## config.mk

```make
export PLATFORM = sky130hd
export DESIGN_NAME = c_string_literal_decoder_unit
export DESIGN_NICKNAME = d
export VERILOG_FILES = /design/src/design/csld_pkg.sv /design/src/design/csld_decode.sv /design/src/design/csld_res_fifo.sv /design/src/design/c_string_literal_decoder_unit.sv
export SDC_FILE = /design/constraint.sdc
export NUM_CORES = 1
export LEC_CHECK = 0
export ABC_AREA = 0
export BUFFER_PORTS_ARGS = -buffer_cell sky130_fd_sc_hd__buf_2
export CORE_UTILIZATION = 30
export CTS_BUF_LIST = sky130_fd_sc_hd__clkbuf_16
export DETAILED_ROUTE_END_ITERATION = 6
export GPL_TIMING_DRIVEN = 0
export HOLD_SLACK_MARGIN = 0.02
export MAX_ROUTING_LAYER = met4
export PLACE_DENSITY = 0.54
export SYNTH_ARGS = -nofsm -noshare
export SYNTH_HDL_FRONTEND = slang
export SYNTH_SLANG_ARGS = --single-unit
```

## constraint.sdc

```tcl
create_clock -name clk_i -period 4.5 [get_ports clk_i]
set_clock_uncertainty 0.1 [all_clocks]
set_input_delay 0.225 -clock clk_i [delete_from_list [all_inputs] [get_ports clk_i]]
set_output_delay 0.225 -clock clk_i [all_outputs]
set_load 0.01 [all_outputs]
```

## src/design/csld_pkg.sv

```systemverilog
// ----------------------------------------------------------------------------
// csld_pkg
// Shared types, constants and character helpers for the C string literal
// decoder.
// ----------------------------------------------------------------------------
`default_nettype none

package csld_pkg;

  // Content length saturates at MaxLen + 1 (terminating zero included)
  localparam int unsigned MaxLen   = 4096;
  localparam int unsigned LenW     = 13;
  localparam int unsigned AccW     = 9;
  localparam int unsigned ResDepth = 4;
  localparam int unsigned ResPtrW  = $clog2(ResDepth);
  localparam int unsigned ResCntW  = ResPtrW + 1;

  typedef enum logic [2:0] {
    KIND_CONTENT  = 3'd0,
    KIND_END      = 3'd1,
    KIND_BAD_HEX  = 3'd2,
    KIND_HEX_OVF  = 3'd3,
    KIND_UNCLOSED = 3'd4
  } kind_e;

  typedef enum logic [4:0] {
    PH_PLAIN = 5'b00001,
    PH_ESC   = 5'b00010,
    PH_OCT   = 5'b00100,
    PH_HEX0  = 5'b01000,
    PH_HEX   = 5'b10000
  } phase_e;

  typedef struct packed {
    kind_e            kind;
    logic [7:0]       value;
    logic [LenW-1:0]  len;
    logic             last;
  } res_t;

  // Results produced by one accepted byte (zero, one or two)
  typedef struct packed {
    logic [1:0] cnt;
    res_t       r0;
    res_t       r1;
  } push_t;

  function automatic logic is_oct(input logic [7:0] c);
    return (c >= 8'h30) && (c <= 8'h37);
  endfunction

  function automatic logic is_hexd(input logic [7:0] c);
    return ((c >= 8'h30) && (c <= 8'h39)) ||
           ((c >= 8'h61) && (c <= 8'h66)) ||
           ((c >= 8'h41) && (c <= 8'h46));
  endfunction

  function automatic logic [3:0] hex_val(input logic [7:0] c);
    logic [7:0] t;
    if (c <= 8'h39) t = c - 8'h30;
    else if (c >= 8'h61) t = c - 8'h57;
    else t = c - 8'h37;
    return t[3:0];
  endfunction

  function automatic logic [7:0] simple_escape(input logic [7:0] c);
    logic [7:0] r;
    unique case (c)
      8'h61:   r = 8'd7;   // a
      8'h62:   r = 8'd8;   // b
      8'h74:   r = 8'd9;   // t
      8'h6e:   r = 8'd10;  // n
      8'h76:   r = 8'd11;  // v
      8'h66:   r = 8'd12;  // f
      8'h72:   r = 8'd13;  // r
      8'h65:   r = 8'd27;  // e
      default: r = c;
    endcase
    return r;
  endfunction

endpackage

`default_nettype wire

```

## src/design/csld_decode.sv

```systemverilog
// ----------------------------------------------------------------------------
// csld_decode
// Escape phase state and per-byte decode step; yields up to two results.
// ----------------------------------------------------------------------------
`default_nettype none

module csld_decode (
  input  wire logic           clk_i,
  input  wire logic           rst_ni,
  input  wire logic           accept_i,
  input  wire logic [7:0]     char_i,
  output csld_pkg::push_t     push_o
);
  import csld_pkg::*;

  typedef struct packed {
    logic            has;
    res_t            r;
    phase_e          ph;
    logic [LenW-1:0] bc;
  } plain_t;

  phase_e          phase_q, phase_d;
  logic [AccW-1:0] acc_q, acc_d;
  logic [1:0]      dcnt_q, dcnt_d;
  logic [LenW-1:0] bc_q, bc_d;

  res_t            r0, r1;
  logic [1:0]      n;
  logic [LenW-1:0] bc_inc;
  logic [AccW-1:0] oct_t;
  logic [11:0]     hex_t;
  plain_t          pl;

  function automatic logic [LenW-1:0] sat_inc(input logic [LenW-1:0] b);
    return (b < LenW'(MaxLen)) ? b + 1'b1 : b;
  endfunction

  // Byte handled outside any escape, with byte count b
  function automatic plain_t plain_step(input logic [7:0] c, input logic [LenW-1:0] b);
    plain_t p;
    p = '{has: 1'b0, r: '0, ph: PH_PLAIN, bc: b};
    if (c == 8'h22) begin
      p.has     = 1'b1;
      p.r.kind  = KIND_END;
      p.r.len   = b + 1'b1;
      p.bc      = '0;
    end else if (c == 8'h5c) begin
      p.ph      = PH_ESC;
    end else begin
      p.has     = 1'b1;
      p.r.kind  = KIND_CONTENT;
      p.r.value = c;
      p.bc      = sat_inc(b);
    end
    return p;
  endfunction

  always_comb begin
    phase_d = phase_q;
    acc_d   = acc_q;
    dcnt_d  = dcnt_q;
    bc_d    = bc_q;
    n       = 2'd0;
    r0      = '0;
    r1      = '0;
    bc_inc  = sat_inc(bc_q);
    oct_t   = {acc_q[AccW-4:0], 3'b000} + AccW'(char_i[2:0]);
    hex_t   = {acc_q[7:0], 4'b0000} + 12'(hex_val(char_i));
    pl      = plain_step(char_i, bc_q);

    if (char_i == 8'h00) begin
      // zero byte: unclosed, pending escape dropped
      n       = 2'd1;
      r0.kind = KIND_UNCLOSED;
      phase_d = PH_PLAIN;
      acc_d   = '0;
      dcnt_d  = '0;
      bc_d    = '0;
    end else begin
      unique case (phase_q)
        PH_ESC: begin
          if (is_oct(char_i)) begin
            acc_d   = AccW'(char_i[2:0]);
            dcnt_d  = 2'd1;
            phase_d = PH_OCT;
          end else if (char_i == 8'h78) begin
            acc_d   = '0;
            dcnt_d  = '0;
            phase_d = PH_HEX0;
          end else begin
            phase_d  = PH_PLAIN;
            acc_d    = '0;
            dcnt_d   = '0;
            n        = 2'd1;
            r0.kind  = KIND_CONTENT;
            r0.value = simple_escape(char_i);
            bc_d     = bc_inc;
          end
        end
        PH_OCT, PH_HEX: begin
          if ((phase_q == PH_OCT) && is_oct(char_i)) begin
            if (dcnt_q >= 2'd2) begin
              phase_d  = PH_PLAIN;
              acc_d    = '0;
              dcnt_d   = '0;
              n        = 2'd1;
              r0.kind  = KIND_CONTENT;
              r0.value = oct_t[7:0];
              bc_d     = bc_inc;
            end else begin
              acc_d  = oct_t;
              dcnt_d = dcnt_q + 1'b1;
            end
          end else if ((phase_q == PH_HEX) && is_hexd(char_i)) begin
            if (hex_t > 12'd255) begin
              n       = 2'd1;
              r0.kind = KIND_HEX_OVF;
              phase_d = PH_PLAIN;
              acc_d   = '0;
              dcnt_d  = '0;
              bc_d    = '0;
            end else begin
              acc_d = hex_t[AccW-1:0];
            end
          end else begin
            // terminator: flush pending value, then treat byte as plain
            pl       = plain_step(char_i, bc_inc);
            r0.kind  = KIND_CONTENT;
            r0.value = acc_q[7:0];
            r1       = pl.r;
            n        = pl.has ? 2'd2 : 2'd1;
            phase_d  = pl.ph;
            acc_d    = '0;
            dcnt_d   = '0;
            bc_d     = pl.bc;
          end
        end
        PH_HEX0: begin
          if (is_hexd(char_i)) begin
            acc_d   = AccW'(hex_val(char_i));
            phase_d = PH_HEX;
          end else begin
            n       = 2'd1;
            r0.kind = KIND_BAD_HEX;
            phase_d = PH_PLAIN;
            acc_d   = '0;
            dcnt_d  = '0;
            bc_d    = '0;
          end
        end
        default: begin
          r0      = pl.r;
          n       = pl.has ? 2'd1 : 2'd0;
          phase_d = pl.ph;
          bc_d    = pl.bc;
        end
      endcase
    end

    if (n == 2'd1) r0.last = 1'b1;
    if (n == 2'd2) r1.last = 1'b1;
  end

  always_ff @(posedge clk_i or negedge rst_ni) begin
    if (!rst_ni) begin
      phase_q <= PH_PLAIN;
      acc_q   <= '0;
      dcnt_q  <= '0;
      bc_q    <= '0;
    end else if (accept_i) begin
      phase_q <= phase_d;
      acc_q   <= acc_d;
      dcnt_q  <= dcnt_d;
      bc_q    <= bc_d;
    end
  end

  assign push_o.cnt = accept_i ? n : 2'd0;
  assign push_o.r0  = r0;
  assign push_o.r1  = r1;

  a_cnt_sat: assert property (@(posedge clk_i) disable iff (!rst_ni)
    bc_q <= LenW'(MaxLen))
    else $error("byte count above saturation");

  a_two_last: assert property (@(posedge clk_i) disable iff (!rst_ni)
    (n == 2'd2) |-> (!r0.last && r1.last && r0.kind == KIND_CONTENT))
    else $error("second result without content flush");

  a_end_clears: assert property (@(posedge clk_i) disable iff (!rst_ni)
    (accept_i && n != 2'd0 && r0.kind != KIND_CONTENT) |=>
      (bc_q == '0 && phase_q == PH_PLAIN))
    else $error("end or error did not clear state");

  a_dcnt: assert property (@(posedge clk_i) disable iff (!rst_ni)
    (phase_q == PH_OCT) |-> (dcnt_q == 2'd1 || dcnt_q == 2'd2))
    else $error("octal digit count out of range");

endmodule

`default_nettype wire

```

## src/design/csld_res_fifo.sv

```systemverilog
// ----------------------------------------------------------------------------
// csld_res_fifo
// Small result queue: takes up to two results per cycle, hands out one.
// ----------------------------------------------------------------------------
`default_nettype none

module csld_res_fifo (
  input  wire logic                      clk_i,
  input  wire logic                      rst_ni,
  input  wire csld_pkg::push_t           push_i,
  output logic                           space2_o,
  output logic                           out_valid_o,
  input  wire logic                      out_ready_i,
  output csld_pkg::res_t                 head_o
);
  import csld_pkg::*;

  res_t               mem_q [ResDepth];
  logic [ResPtrW-1:0] wr_q, rd_q;
  logic [ResCntW-1:0] cnt_q, cnt_d;
  logic               pop;

  assign pop      = out_valid_o && out_ready_i;
  assign cnt_d    = cnt_q + ResCntW'(push_i.cnt) - ResCntW'(pop);
  assign space2_o = cnt_q <= ResCntW'(ResDepth - 2);
  assign out_valid_o = cnt_q != '0;
  assign head_o   = mem_q[rd_q];

  always_ff @(posedge clk_i or negedge rst_ni) begin
    if (!rst_ni) begin
      wr_q  <= '0;
      rd_q  <= '0;
      cnt_q <= '0;
    end else begin
      wr_q  <= wr_q + ResPtrW'(push_i.cnt);
      rd_q  <= rd_q + ResPtrW'(pop);
      cnt_q <= cnt_d;
    end
  end

  always_ff @(posedge clk_i) begin
    if (push_i.cnt != 2'd0) mem_q[wr_q] <= push_i.r0;
    if (push_i.cnt == 2'd2) mem_q[wr_q + 1'b1] <= push_i.r1;
  end

  a_no_ovf: assert property (@(posedge clk_i) disable iff (!rst_ni)
    (push_i.cnt != 2'd0) |-> (ResCntW'(push_i.cnt) + cnt_q <= ResCntW'(ResDepth)))
    else $error("result queue overflow");

  a_pop_only: assert property (@(posedge clk_i) disable iff (!rst_ni)
    (pop && push_i.cnt == 2'd0) |=> (cnt_q == $past(cnt_q) - 1'b1))
    else $error("count did not drop on pop");

  a_ptrs: assert property (@(posedge clk_i) disable iff (!rst_ni)
    ResPtrW'(wr_q - rd_q) == cnt_q[ResPtrW-1:0])
    else $error("pointer and count disagree");

endmodule

`default_nettype wire

```

## src/design/c_string_literal_decoder_unit.sv

```systemverilog
// ----------------------------------------------------------------------------
// c_string_literal_decoder_unit
// Streaming decoder of C string literal bodies into content bytes.
// ----------------------------------------------------------------------------
// Usage:
//   Input channel (in_valid_i / in_ready_o, char_in_i) carries the body bytes
//   of a literal, starting after the opening quote. A zero byte marks end of
//   text. Output channel (out_valid_o / out_ready_i) carries one result per
//   transaction: kind_o, value_o, content_length_o and last_o, which flags the
//   final result caused by a given input byte.
//   Each byte is decoded in the cycle it is accepted and its results (zero,
//   one or two) are written into a 4-entry result queue, which registers
//   them before they reach the output.
//   Throughput: one byte per cycle while the queue has room for two results,
//   as a byte is accepted only then. Bytes that flush an escape and also give
//   a result of their own take two output transactions, which limits the rate
//   only when that happens back to back or when the receiver stalls.
//   Reset puts the decoder in the plain phase with a zero byte count and
//   empties the queue. When the receiver stalls, results stay queued and
//   in_ready_o drops once fewer than two entries are free.
// ----------------------------------------------------------------------------
`default_nettype none

module c_string_literal_decoder_unit (
  input  wire logic        clk_i,
  input  wire logic        rst_ni,
  input  wire logic        in_valid_i,
  output logic             in_ready_o,
  input  wire logic [7:0]  char_in_i,
  output logic             out_valid_o,
  input  wire logic        out_ready_i,
  output logic [2:0]       kind_o,
  output logic [7:0]       value_o,
  output logic [12:0]      content_length_o,
  output logic             last_o
);
  import csld_pkg::*;

  push_t push;
  res_t  head;
  logic  accept;

  assign accept = in_valid_i && in_ready_o;

  csld_decode u_decode (
    .clk_i    (clk_i),
    .rst_ni   (rst_ni),
    .accept_i (accept),
    .char_i   (char_in_i),
    .push_o   (push)
  );

  csld_res_fifo u_res_fifo (
    .clk_i       (clk_i),
    .rst_ni      (rst_ni),
    .push_i      (push),
    .space2_o    (in_ready_o),
    .out_valid_o (out_valid_o),
    .out_ready_i (out_ready_i),
    .head_o      (head)
  );

  assign kind_o           = head.kind;
  assign value_o          = head.value;
  assign content_length_o = head.len;
  assign last_o           = head.last;

endmodule

`default_nettype wire

```

==> impl_metrics.tcl, run 1 <==
set metrics [dict create \
    routabilityCongestion 0.862 \
    vdd_drop_max_v 0.000330 \
    synthArstFlopShare_pct 25.9 \
    final_common_cell "edfxtp_1" \
    max-slew-margin-rel_pct 30.8 \
    status "finished clean" \
    worstSkewPairLatency_ns 0.43 \
    synth.area.top_cells "edfxtp_1 (33%), dfrtp_1 (10%), mux4_2 (6.7%), o22ai_1 (6.3%), nand2_1 (2.8%)" \
    syn_area_per_cell_um2 10.7 \
    drt_first_pass_iters 7 \
    synth_flop_cell "edfxtp_1" \
    drt_iter0_markers 634 \
    synth-edff-count 92 \
    cp_max_fo 23 \
    cts_buffer_depth 2 \
    grt_max_degree 36 \
    port_buffers 38 \
    hold_violations 0 \
    fillers 2792 \
    report.final.slew_viol_count 0 \
    dp_slack_ns -0.134 \
    die_area_um2 28700 \
    gr-total-overflow 0 \
    synth_compound_area_share_pct 20.1 \
    row_count 60 \
    worstMarginPinSlew_ns 1.03 \
    grt.busiest_layer "met2" \
    cts.sinks 135 \
    final_cells 1232 \
    fmax_ghz 0.239 \
    yosys.area_share.adder_pct 2.18 \
    startpoint_type "register" \
    setup_ws_ns 0.313 \
    syn_area_um2 8400 \
    pin_count 39 \
    arrival_ns 4.10 \
    hold_path_depth 3 \
    drive_gt1_share_pct 15.9 \
    die_x_um 169 \
    post-route-period-util_pct 93.0 \
    synth.ff_latch_count 135 \
    grt_util_met2_pct 28.2 \
    utilization_pct 35.6 \
    grt_pass1_vias 6728 \
    rsz0062_at_grt "no" \
    cts_inserted_buffers 17 \
    antenna_found_initial 1 \
    ys_seq_area_share_pct 45.3 \
    grt_usage_pct 18.3 \
    end_kind "register" \
    ant_nets 0 \
    setup_tns_ns 0 \
    whs_ns 0.133 \
    totalWireLength_um 24800 \
    cap_violations 0 \
    post_cts_buffers 0 \
    drc 0 \
    num_vias 6948 \
    cts_tree "built" \
    grt_pass1_wl_um 39200 \
    fin_crit_ns 4.19 \
    synth_top_family_by_area "compound AO/OA/AOI/OAI gates" \
    cp.required_ns 4.42 \
    use_met3_pct 2.45 \
    synth_mux_area_share_pct 8.49 \
    die_y_um 169 \
    path_clk_slew_ns 0.07 \
    synth_top_area_share_pct 32.9 \
    powerDensity_nw_per_um2 475 \
    layout_common_cells "edfxtp_1 (92), o22ai_1 (85), nand2_1 (59), buf_2 (43), clkbuf_1 (39)" \
    synth_xor_area_share_pct 3.76 \
    detail_route.wl_per_cell_um 20.1 \
    ys_warn_count 0 \
    area_growth_pct 15.2 \
    reg2regPathDepth 9 \
    h-tree-depth 4 \
    synthDistinctLibCells 78 \
    dp.cells 1198 \
    worst-setup-path-type "reg2reg" \
    synthSimpleGateAreaFrac_pct 15.4 \
    yosys.area.top_type "edfxtp_1" \
    layout.nets 872 \
    fp.coreArea_um2 27200 \
    setup_viol 0 \
    root_buffer "clkbuf_16" \
    avgViaCountPerCell 5.64 \
    hpwl_um 17900 \
    grt_use_met1_pct 25.0 \
    start_util_pct 30.9 \
    hp-class "in2reg" \
    syn_nets 814 \
    netlist_instances 788 \
    cellLeakagePower_nw 3.32 \
]
cell type report:
class	count	area, µm²	share of cell area, %
timing repair buffer	39	200	2.07
antenna	1	2.50	0.0259
sequential	135	3800	39.3
clock inverter	15	165	1.71
clock buffer	17	425	4.40
buffer	62	310	3.21
tap	372	465	4.81
multi-input combinational	566	4210	43.5
inverter	25	93.8	0.970
synth_stat cells, drive strengths merged, types with 5 or more instances:
| master | instances |
|---|---|
| dfxtp | 8 |
| nor4 | 9 |
| nand3 | 26 |
| o31ai | 6 |
| o2bb2ai | 6 |
| o22ai | 85 |
| o211ai | 12 |
| o21ai | 38 |
| mux4 | 25 |
| a211oi | 7 |
| edfxtp | 92 |
| ha | 13 |
| buf | 23 |
| mux2 | 8 |
| xor2 | 18 |
| nand2 | 63 |
| or3 | 12 |
| nor2 | 32 |
| nand2b | 5 |
| a31oi | 6 |
| nor2b | 10 |
| a222oi | 7 |
| a22o | 6 |
| dfrtp | 34 |
| xnor2 | 18 |
| nor3b | 5 |
| nand4b | 5 |
| nand4 | 7 |
| and2 | 6 |
| mux2i | 6 |
| clkbuf | 39 |
| and3 | 15 |
| nor3 | 20 |
| a21oi | 18 |
| o221ai | 6 |
| inv | 25 |
| a221oi | 5 |
| nand3b | 6 |
timing repair:
action,in CTS,in global routing
resized for setup,4,0
endpoints found under the hold margin,34,0
hold buffers,1,0
setup endpoints to repair,92,0
metal layers:
| metal | wire length (µm) | share of wire, % | vias up |
|---|---|---|---|
| li1 | - | - | 3239 |
| met1 | 11200 | 45 | 3359 |
| met2 | 11300 | 46 | 303 |
| met3 | 1740 | 7.0 | 47 |
| met4 | 520 | 2.1 | 0 |
| met5 | 0 | 0 | - |
power breakdown:
group	switching (mW)	total, mW	internal [mW]
sequential	0.0897	1.64	1.55
combinational	0.908	1.54	0.629
clock	0.590	1.42	0.828
stage by stage:
stage / area [µm²] / power (mW)
3_5_place_dp: 9060 / 3.20
4_1_cts: 9670 / 4.62
3_3_place_gp: 9050 / 3.19
5_1_grt: 9670 / 4.81
2_1_floorplan: 8400 / 2.71
6_report: 9670 / 4.59
state kept, by name (all words and copies together) (netlist names):
| signal | cells |
|---|---|
| u_decode.bc_q | 13 |
| u_decode.dcnt_q | 2 |
| u_decode.phase_q | 5 |
| u_res_fifo.mem_q | 100 |
| u_decode.acc_q | 8 |
| u_res_fifo.wr_q | 2 |
| u_res_fifo.cnt_q | 3 |
| u_res_fifo.rd_q | 2 |
worst max-delay path, stage by stage, from the launching register on:
cell and delay (ns):
dfrtp_1 0.35, clkbuf_1 0.19, or4b_1 0.60, a21oi_1 0.39, nand2_1 0.33, or4b_1 0.61, buf_6 0.18, o211ai_4 0.38
buf_6 0.22, nand2_2 0.40
worst paths after layout:
kind / from / endpoint / slack [ns]
worst max-delay path: u_decode.phase_q[2]$_DFFE_PN0P_ / u_res_fifo.mem_q[2][3]$_DFFE_PP_ / 0.31
worst min-delay path: char_in_i[1] / u_decode.acc_q[1]$_DFFE_PN0P_ / 0.13
worst max register to register: u_decode.phase_q[2]$_DFFE_PN0P_ / u_res_fifo.mem_q[2][3]$_DFFE_PP_ / 0.31
worst min register to register: u_res_fifo.mem_q[1][24]$_SDFFE_PP0P_ / u_res_fifo.mem_q[1][24]$_SDFFE_PP0P_ / 0.37
max in group asynchronous: rst_ni / u_decode.phase_q[3]$_DFFE_PN0P_ / 3.40
min in group asynchronous: rst_ni / u_decode.bc_q[9]$_DFFE_PN0P_ / 0.35
kinds of logic after synthesis:
| group | count (synthesis) |
|---|---|
| and+or+nand+nor | 240 |
| AOI/OAI and AO/OA | 237 |
| DFF | 135 |
| buffers and inverters | 87 |
| muxes | 39 |
| xor gates and xnor gates | 36 |
| adders and majority gates | 14 |
Power figures use the tool's default switching activity.
==> inputs of run 2 (changes only) <==
--- a/config.mk
+++ b/config.mk
@@ -14,6 +14,7 @@
 export HOLD_SLACK_MARGIN = 0.02
 export MAX_ROUTING_LAYER = met4
 export PLACE_DENSITY = 0.54
+export REMOVE_ABC_BUFFERS = 1
 export SYNTH_ARGS = -nofsm -noshare
 export SYNTH_HDL_FRONTEND = slang
 export SYNTH_SLANG_ARGS = --single-unit
==> run 2 against run 1 <==
Largest power group unchanged. Power shrank 0.87%. Fmax shrank 2.3%. Die area is the same. Highest routed layer unchanged. Sequential share of layout area grew 0.92 points.
==> impl_metrics.tcl, run 2 (synthesized netlist as in run 1, its figures left out) <==
set metrics [dict create \
    grt_pass1_vias 6613 \
    ant_nets 0 \
    report.final.slew_viol_count 0 \
    top_regs "u_res_fifo.mem_q x100, u_decode.bc_q x13, u_decode.acc_q x8" \
    port_buffers 38 \
    worstMarginPinSlew_ns 1.30 \
    worst-setup-path-type "in2reg" \
    layout.nets 816 \
    fin_crit_ns 4.29 \
    fillers 2742 \
    hp-class "in2reg" \
    hpwl_um 16200 \
    cts_inserted_buffers 17 \
    drive_gt1_share_pct 16.6 \
    die_area_um2 28700 \
    grt_usage_pct 18.1 \
    cellLeakagePower_nw 3.20 \
    cp_max_fo 23 \
    antenna_found_initial 1 \
    rsz0062_at_grt "no" \
    pin_count 39 \
    dp.cells 1138 \
    area_growth_pct 12.6 \
    multiInputGateArea_um2 4290 \
    layout_common_cells "edfxtp_1 (92), o22ai_1 (85), nand2_1 (59), buf_2 (38), o21ai_0 (35)" \
    setup_tns_ns 0 \
    final-seq-area_um2 3800 \
    cpPeakStageDelay_ns 0.60 \
    row_count 60 \
    startpoint_type "primary input" \
    post-route-period-util_pct 95.2 \
    avgViaCountPerCell 5.80 \
    status "finished clean" \
    grt_pass1_wl_um 38900 \
    h-tree-depth 4 \
    start_util_pct 30.9 \
    drc 0 \
    critPathTopFamily "compound AO/OA/AOI/OAI gates" \
    switching_share_pct 34.6 \
    detail_route.wl_per_cell_um 21.0 \
    die_x_um 169 \
    clockPowerShare_pct 30.2 \
    p_seq_share_pct 37.9 \
    slowest_stage "o211ai_4" \
    end_kind "register" \
    arrival_ns 4.19 \
    worstSkewPairLatency_ns 0.43 \
    path_buf_inv 2 \
    crit_chain "buf_2 > inv_1 > ha_1 > nand2_1 > or3_1 > a221oi_1 > o21ai_1 > and2_2 > o211ai_4 > nand2_2" \
    gr-total-overflow 0 \
    num_vias 6821 \
    vdd_drop_max_v 0.000341 \
    fmax_ghz 0.233 \
    p_int_mw 2.97 \
    final_cells 1176 \
    totalWireLength_um 24600 \
    routabilityCongestion 0.854 \
    hold_violations 0 \
    grt_max_degree 36 \
    cts_buffer_depth 2 \
    setup_viol 0 \
    post_cts_buffers 0 \
    cts_tree "built" \
    power_mw 4.55 \
    final_common_cell "edfxtp_1" \
    powerDensity_nw_per_um2 481 \
    path_clk_slew_ns 0.06 \
    max-slew-margin-rel_pct 13.1 \
    drt_iter0_markers 623 \
    dp_slack_ns -1.33 \
    cts.sinks 135 \
    fp.coreArea_um2 27200 \
    largest_reg_flops 100 \
    cp.required_ns 4.40 \
    utilization_pct 34.8 \
    root_buffer "clkbuf_16" \
    setup_ws_ns 0.214 \
    drt_first_pass_iters 6 \
    pwr-share-comb_pct 31.9 \
    cap_violations 0 \
    die_y_um 169 \
    p_sw_mw 1.58 \
    largest_register "u_res_fifo.mem_q" \
]
run 2: power by group through the flow:
stage	Combinational [mW]	Clock [mW]	Sequential [mW]
after floorplan	0.922	0	1.73
after global placement	1.32	0	1.82
after detailed placement	1.42	0	1.76
after CTS	1.46	1.39	1.73
after global routing	1.57	1.43	1.75
final	1.45	1.37	1.73
run 2: path summary, 6_finish.rpt:
check | depth (start not counted) | from | slack (ns) | end
max | 10 | char_in_i[0] | 0.21 | u_res_fifo.mem_q[3][19]$_DFFE_PP_
max reg2reg | 6 | u_decode.phase_q[2]$_DFFE_PN0P_ | 0.23 | u_res_fifo.mem_q[3][19]$_DFFE_PP_
min | 3 | char_in_i[1] | 0.17 | u_decode.acc_q[1]$_DFFE_PN0P_
min reg2reg | 2 | u_res_fifo.mem_q[3][24]$_SDFFE_PP0P_ | 0.36 | u_res_fifo.mem_q[3][24]$_SDFFE_PP0P_
min in group asynchronous | 2 | rst_ni | 0.35 | u_decode.bc_q[10]$_DFFE_PN0P_
max in group asynchronous | 2 | rst_ni | 3.35 | u_res_fifo.rd_q[0]$_DFF_PN0_
run 2: repair_timing:
item,4_1_cts,5_1_grt
endpoints found under the hold margin,34,0
pin swaps,4,0
hold buffers,1,0
endpoints found under the setup margin,188,92
gates cloned,4,0
gates resized for setup,7,2
run 2: through the flow:
step | hold slack (ns) | area (µm²)
2_1_floorplan | -0.171 | 8090
3_3_place_gp | 0.280 | 8740
3_5_place_dp | 0.298 | 8790
4_1_cts | 0.149 | 9440
5_1_grt | 0.180 | 9450
6_report | 0.169 | 9450
run 2: per-layer routing:
metal  global-route usage (%)  vias up  share of wire [%]  wire length [µm]
li1                         -     3147                  -                 -
met1                     23.7     3318                 44             10800
met2                     28.5      315                 47             11500
met3                     3.06       41                7.4              1810
met4                     6.23        0                2.3               569
met5                        -        -                  0                 0
run 2: final cells by class:
cell class	count	area share [%]
Antenna cell	1	0.0265
Clock buffer	17	4.50
Clock inverter	15	1.51
Inverter	25	0.993
Multi-Input combinational cell	570	45.4
Sequential cell	135	40.2
Tap cell	372	4.92
Timing Repair Buffer	41	2.45
run 2: worst register-to-register path: stages (launching register included):
cell	delay [ns]
dfrtp_1	0.46
or4b_1	0.64
a21oi_4	0.39
nand2_1	0.32
or4b_4	0.79
o211ai_4	0.57
nand2_2	0.57
